## config.mk

```make
export PLATFORM = sky130hd
export DESIGN_NAME = mse_ram
export DESIGN_NICKNAME = d
export VERILOG_FILES = /design/src/rtl/mse_pkg.sv /design/src/rtl/mse_ram.sv
export SDC_FILE = /design/constraint.sdc
export NUM_CORES = 2
export LEC_CHECK = 0
export BUFFER_PORTS_ARGS = -buffer_cell sky130_fd_sc_hd__buf_2
export CAP_MARGIN = 25
export CORE_UTILIZATION = 35
export DETAILED_ROUTE_END_ITERATION = 7
export PLACE_DENSITY = 0.59
export SLEW_MARGIN = 20
export SYNTH_ARGS = -nofsm -noshare
export SYNTH_HDL_FRONTEND = slang
export SYNTH_SLANG_ARGS = --single-unit
```

## constraint.sdc

```tcl
create_clock -name clk -period 4.45 [get_ports clk]
set_clock_uncertainty 0.1 [all_clocks]
set_input_delay 0.89 -clock clk [delete_from_list [all_inputs] [get_ports clk]]
set_output_delay 0.89 -clock clk [all_outputs]
set_load 0.005 [all_outputs]
```

## src/rtl/mse_pkg.sv

```systemverilog
// Shared constants for the merge sort engine.
package mse_pkg;

    // Width of the value fields on both channels.
    localparam int DATA_BITS = 32;

    // Default batch capacity and stored value width.
    localparam int DEF_MAX_ITEMS  = 64;
    localparam int DEF_VALUE_BITS = 32;

endpackage

```

## src/rtl/mse_ram.sv

```systemverilog
// Generic synchronous RAM: one write port, two registered read ports.
module mse_ram import mse_pkg::*;
#(
    parameter int WIDTH = DEF_VALUE_BITS,
    parameter int DEPTH = DEF_MAX_ITEMS
)
(
    input  logic                     clk,
    input  logic                     we,
    input  logic [$clog2(DEPTH)-1:0] waddr,
    input  logic [WIDTH-1:0]         wdata,
    input  logic [$clog2(DEPTH)-1:0] raddr_a,
    output logic [WIDTH-1:0]         rdata_a,
    input  logic [$clog2(DEPTH)-1:0] raddr_b,
    output logic [WIDTH-1:0]         rdata_b
);

    logic [WIDTH-1:0] mem [DEPTH];

    always_ff @(posedge clk)
    begin
        if (we)
        begin
            mem[waddr] <= wdata;
        end
        rdata_a <= mem[raddr_a];
        rdata_b <= mem[raddr_b];
    end

endmodule

```

; ---- Word-level counts from Yosys, hierarchy flattened
; Memories as Yosys holds them, arrays and structs flattened. A register that Yosys moved wholly into a read port is not among the register bits.
; Index checks and enable logic that the tools add are counted.
[word_totals]
register_bits = 0
ramBits = 2048
in_bits = 52
out_inout_bits = 64
wordCells = 3
mem_count = 1
[mem_list]
columns = name, words, width, rd, rd_ports_with_merged_regs, wr, line_no
row1 = mem, 64, 32, 2, 2, 1, mse_ram.sv:18  ; logic [WIDTH-1:0] mem [DEPTH];
[op_classes]
n_mux = 2
[op_table]
columns = operator, count
row1 = 1-bit 2-to-1 mux, 2

; ---- Logic depth before layout (Yosys ltp)
[depth]
depth_word = 2
ltp_mapped = 10

; ---- Least setup slack after synthesis
; No wires, ideal clock.
[synth_timing]
path_type = input port to flip-flop
startpoint = input port waddr[3]
endpoint = memory mem[48][0] (netlist name) (enable)
setup_time_ns = 0.461
arrival_ns = 3.620
t_required_ns = 3.889
slack_ns = 0.269
stages = 4
path_buffers = 1
cell_sequence = clkbuf_1 -> nor2b_1 -> nand4b_1 -> nor3_1
[synth_lines]
columns = item, line_no
row1 = from (decl), mse_ram.sv:10  ; input logic [$clog2(DEPTH)-1:0] waddr,
row2 = to (decl), mse_ram.sv:18
; No word-level cell before the write port.

==> impl_metrics.env <==
export IMPL_arrival_ns=4.02
export IMPL_io_pins=116
export IMPL_hold_viol=0
export IMPL_place_hpwl_um=184000
export IMPL_vias_per_cell=6.22
export IMPL_path_cells="buf_8 > buf_12 > buf_4 > buf_4 > mux4_2 > mux4_2 > o22ai_1 > a21oi_1"
export IMPL_wl_um=312000
export IMPL_finalNonFillerCells=8452
export IMPL_clkSinkCount=2112
export IMPL_cts_htree_levels=4
export IMPL_cts_made_buffers=208
export IMPL_rsz0062_at_grt="no"
export IMPL_rr_endpoint="rdata_a[15]$_DFF_P_"
export IMPL_fin_ws_ns=1.00
export IMPL_hold_class="in -> reg"
export IMPL_period_needed_ns=3.45
export IMPL_crit_end="rdata_b[20]$_DFF_P_"
export IMPL_reg2reg_slack_ns=1.90
export IMPL_layout_drive_gt1_share_pct=40.2
export IMPL_nets=4740
export IMPL_synth_cells=4412
export IMPL_slew_violations=0
export IMPL_cp_num_cells=8
export IMPL_post_synth_top_area_cell="edfxtp_1"
export IMPL_fp_dieH_um=525
export IMPL_initialDrtViolationCount=7427
export IMPL_synthDistinctLibCells=38
export IMPL_core_area_um2=271000
export IMPL_clockBufferDepth=3
export IMPL_antenna_left=0
export IMPL_die_area_um2=275000
export IMPL_grt_pass1_wl_um=434000
export IMPL_port_buffers=115
export IMPL_p_leak_nw=34.3
export IMPL_clk_pin_slew_ns=0.06
export IMPL_gr_total_overflow=0
export IMPL_nFillCells=23500
export IMPL_grt_antenna_before_repair=35
export IMPL_holdBufCountCts=0
export IMPL_synth_top_cell_area_share_pct=64.3
export IMPL_cp_start_kind="input pin"
export IMPL_reg2reg_from="mem[20][15]$_DFFE_PP_"
export IMPL_wl_per_cell_um=36.9
export IMPL_area_growth_pct=15.1
export IMPL_maxCapViolCount=0
export IMPL_synth_seq_cells=2112
export IMPL_cts_setup_buffers=0
export IMPL_grt_total_usage_pct=22.5
export IMPL_dp_cells=8045
export IMPL_cp_top_family="buffers and inverters"
export IMPL_cp_num_buf_inv=4
export IMPL_critPathMaxStageDelay_ns=0.70
export IMPL_clk_latency_ns=0.87
export IMPL_cts_root_buf="clkbuf_16"
export IMPL_dp_slack_ns=0.136
export IMPL_dr_pass1_iters=8
export IMPL_final_util_pct=40.6
export IMPL_rr_worst_depth=6
export IMPL_vdd_drop_max_mv=0.447
export IMPL_synth_area_um2=95700
export IMPL_finalSetupViolCount=0
export IMPL_p_per_area_nw_per_um2=396
export IMPL_crit_fanout=29
export IMPL_drc=0
export IMPL_yosys_top_cells_area="edfxtp_1, mux4_2, mux2i_1, dfxtp_1, a22oi_1"
export IMPL_endpoint_kind="flop"
export IMPL_tns_ns=0
export IMPL_syn_area_per_cell_um2=21.7
export IMPL_vias=52600
export IMPL_ys_warn_count=0
export IMPL_ys_seq_area_share_pct=65.6
export IMPL_fin_crit_sh_pct=77.4
export IMPL_worstMarginPinSlew_ns=1.20
export IMPL_multiInputGateArea_um2=31600
export IMPL_maxSlewHeadroom_pct=20.1
export IMPL_fp_dieW_um=525
export IMPL_crit_required_ns=5.03
export IMPL_start_util_pct=35.3
export IMPL_status="finished clean"
export IMPL_cts_tree="done"
export IMPL_startpoint="raddr_b[0]"
export IMPL_fmax_ghz=0.290
export IMPL_first_global_vias=53400
export IMPL_slowest_stage="o22ai_1"
export IMPL_place_gp_congestion=0.824
export IMPL_grt_start_max_net_pins=85
export IMPL_syn_num_nets=4464
export IMPL_layout_common_cells="edfxtp_1, mux4_2, clkbuf_16, buf_4, mux2i_1"
export IMPL_ff_latch_area_um2=62800
export IMPL_cts_resized=0
export IMPL_crit_type="in -> reg"
export IMPL_final_common_cell="edfxtp_1"
export IMPL_row_count=191
[kinds of logic after synthesis]
group | count (synthesis) | synth area share, %
buf+inv | 348 | 1.83
flops | 2112 | 65.6
compound gates | 340 | 2.39
simple gates | 248 | 1.13
mux | 1364 | 29.0
[area by class of cell]
| type | instances | area share (%) |
|---|---|---|
| clock inverter | 122 | 1.04 |
| inverter | 1 | 0.00341 |
| sequential | 2112 | 57.0 |
| multi-input combinational | 1952 | 28.7 |
| timing repair buffer | 413 | 3.96 |
| tap | 3570 | 4.06 |
| clock buffer | 268 | 5.16 |
| antenna | 14 | 0.0318 |
[report_power, final]
| group | internal [mW] | switching (mW) | total [mW] | leakage [nW] |
|---|---|---|---|---|
| Clock | 10.0 | 7.76 | 17.8 | 3.35 |
| Sequential | 22.0 | 0.149 | 22.2 | 19.0 |
| Combinational | 1.56 | 2.12 | 3.68 | 12.0 |
| Total | 33.6 | 10.0 | 43.7 | 34.3 |
[synth_stat cells]
cell type and n:
nand3_1 9, o221ai_1 16, or2_2 3, inv_2 1, nand2_1 93, clkbuf_1 135, a32oi_1 9, o32a_1 9
o21ai_1 31, a21oi_1 58, mux2_2 36, buf_1 25, o22ai_1 56, o21ai_0 18, a221oi_1 13, dfxtp_1 64
nand4b_1 1, a22oi_1 85, and2_1 6, a21boi_1 1, buf_4 55, nand2b_1 8, mux4_2 1124, or3b_2 2
nor2_1 94, mux2i_1 204, nand3b_1 6, o41ai_1 1, nand4_1 2, edfxtp_1 2048, o211ai_1 27, or3_1 2
buf_6 11, nor3_1 3, a211oi_1 15, o211a_1 1, nor2b_1 19, buf_2 121
[flip-flops by register name, summed over array words and instances, names as in the netlist]
name,count
rdata_b,32
rdata_a,32
mem,2048
[stage by stage]
step	total power [mW]	hold slack [ns]	instance area (µm²)
after global placement	26.2	0.760	103000
after floorplan	24.6	0.680	95700
after global routing	44.8	0.330	110000
final	43.7	0.353	110000
after CTS	43.9	0.309	110000
after detailed placement	26.3	0.773	103000
[layer usage]
metal	GRT usage, %	vias up	part of all wire [%]
li1	-	20100	-
met1	30.4	29000	38
met2	36.4	2913	48
met3	4.95	531	10
met4	6.77	18	3.1
met5	0	-	0.033
[worst min path at each step]
stage | from | end | slack [ns] | cells after the start
after detailed placement | mem[18][28]$_DFFE_PP_ | rdata_a[28]$_DFF_P_ | 0.77 | 5
after global placement | mem[16][28]$_DFFE_PP_ | rdata_a[28]$_DFF_P_ | 0.76 | 5
after floorplan | mem[36][0]$_DFFE_PP_ | rdata_a[0]$_DFF_P_ | 0.68 | 4
after CTS | wdata[15] | mem[26][15]$_DFFE_PP_ | 0.31 | 1
after global routing | wdata[8] | mem[24][8]$_DFFE_PP_ | 0.33 | 1
final | wdata[8] | mem[24][8]$_DFFE_PP_ | 0.35 | 1
Note: power is estimated with default switching activity, not from simulation.
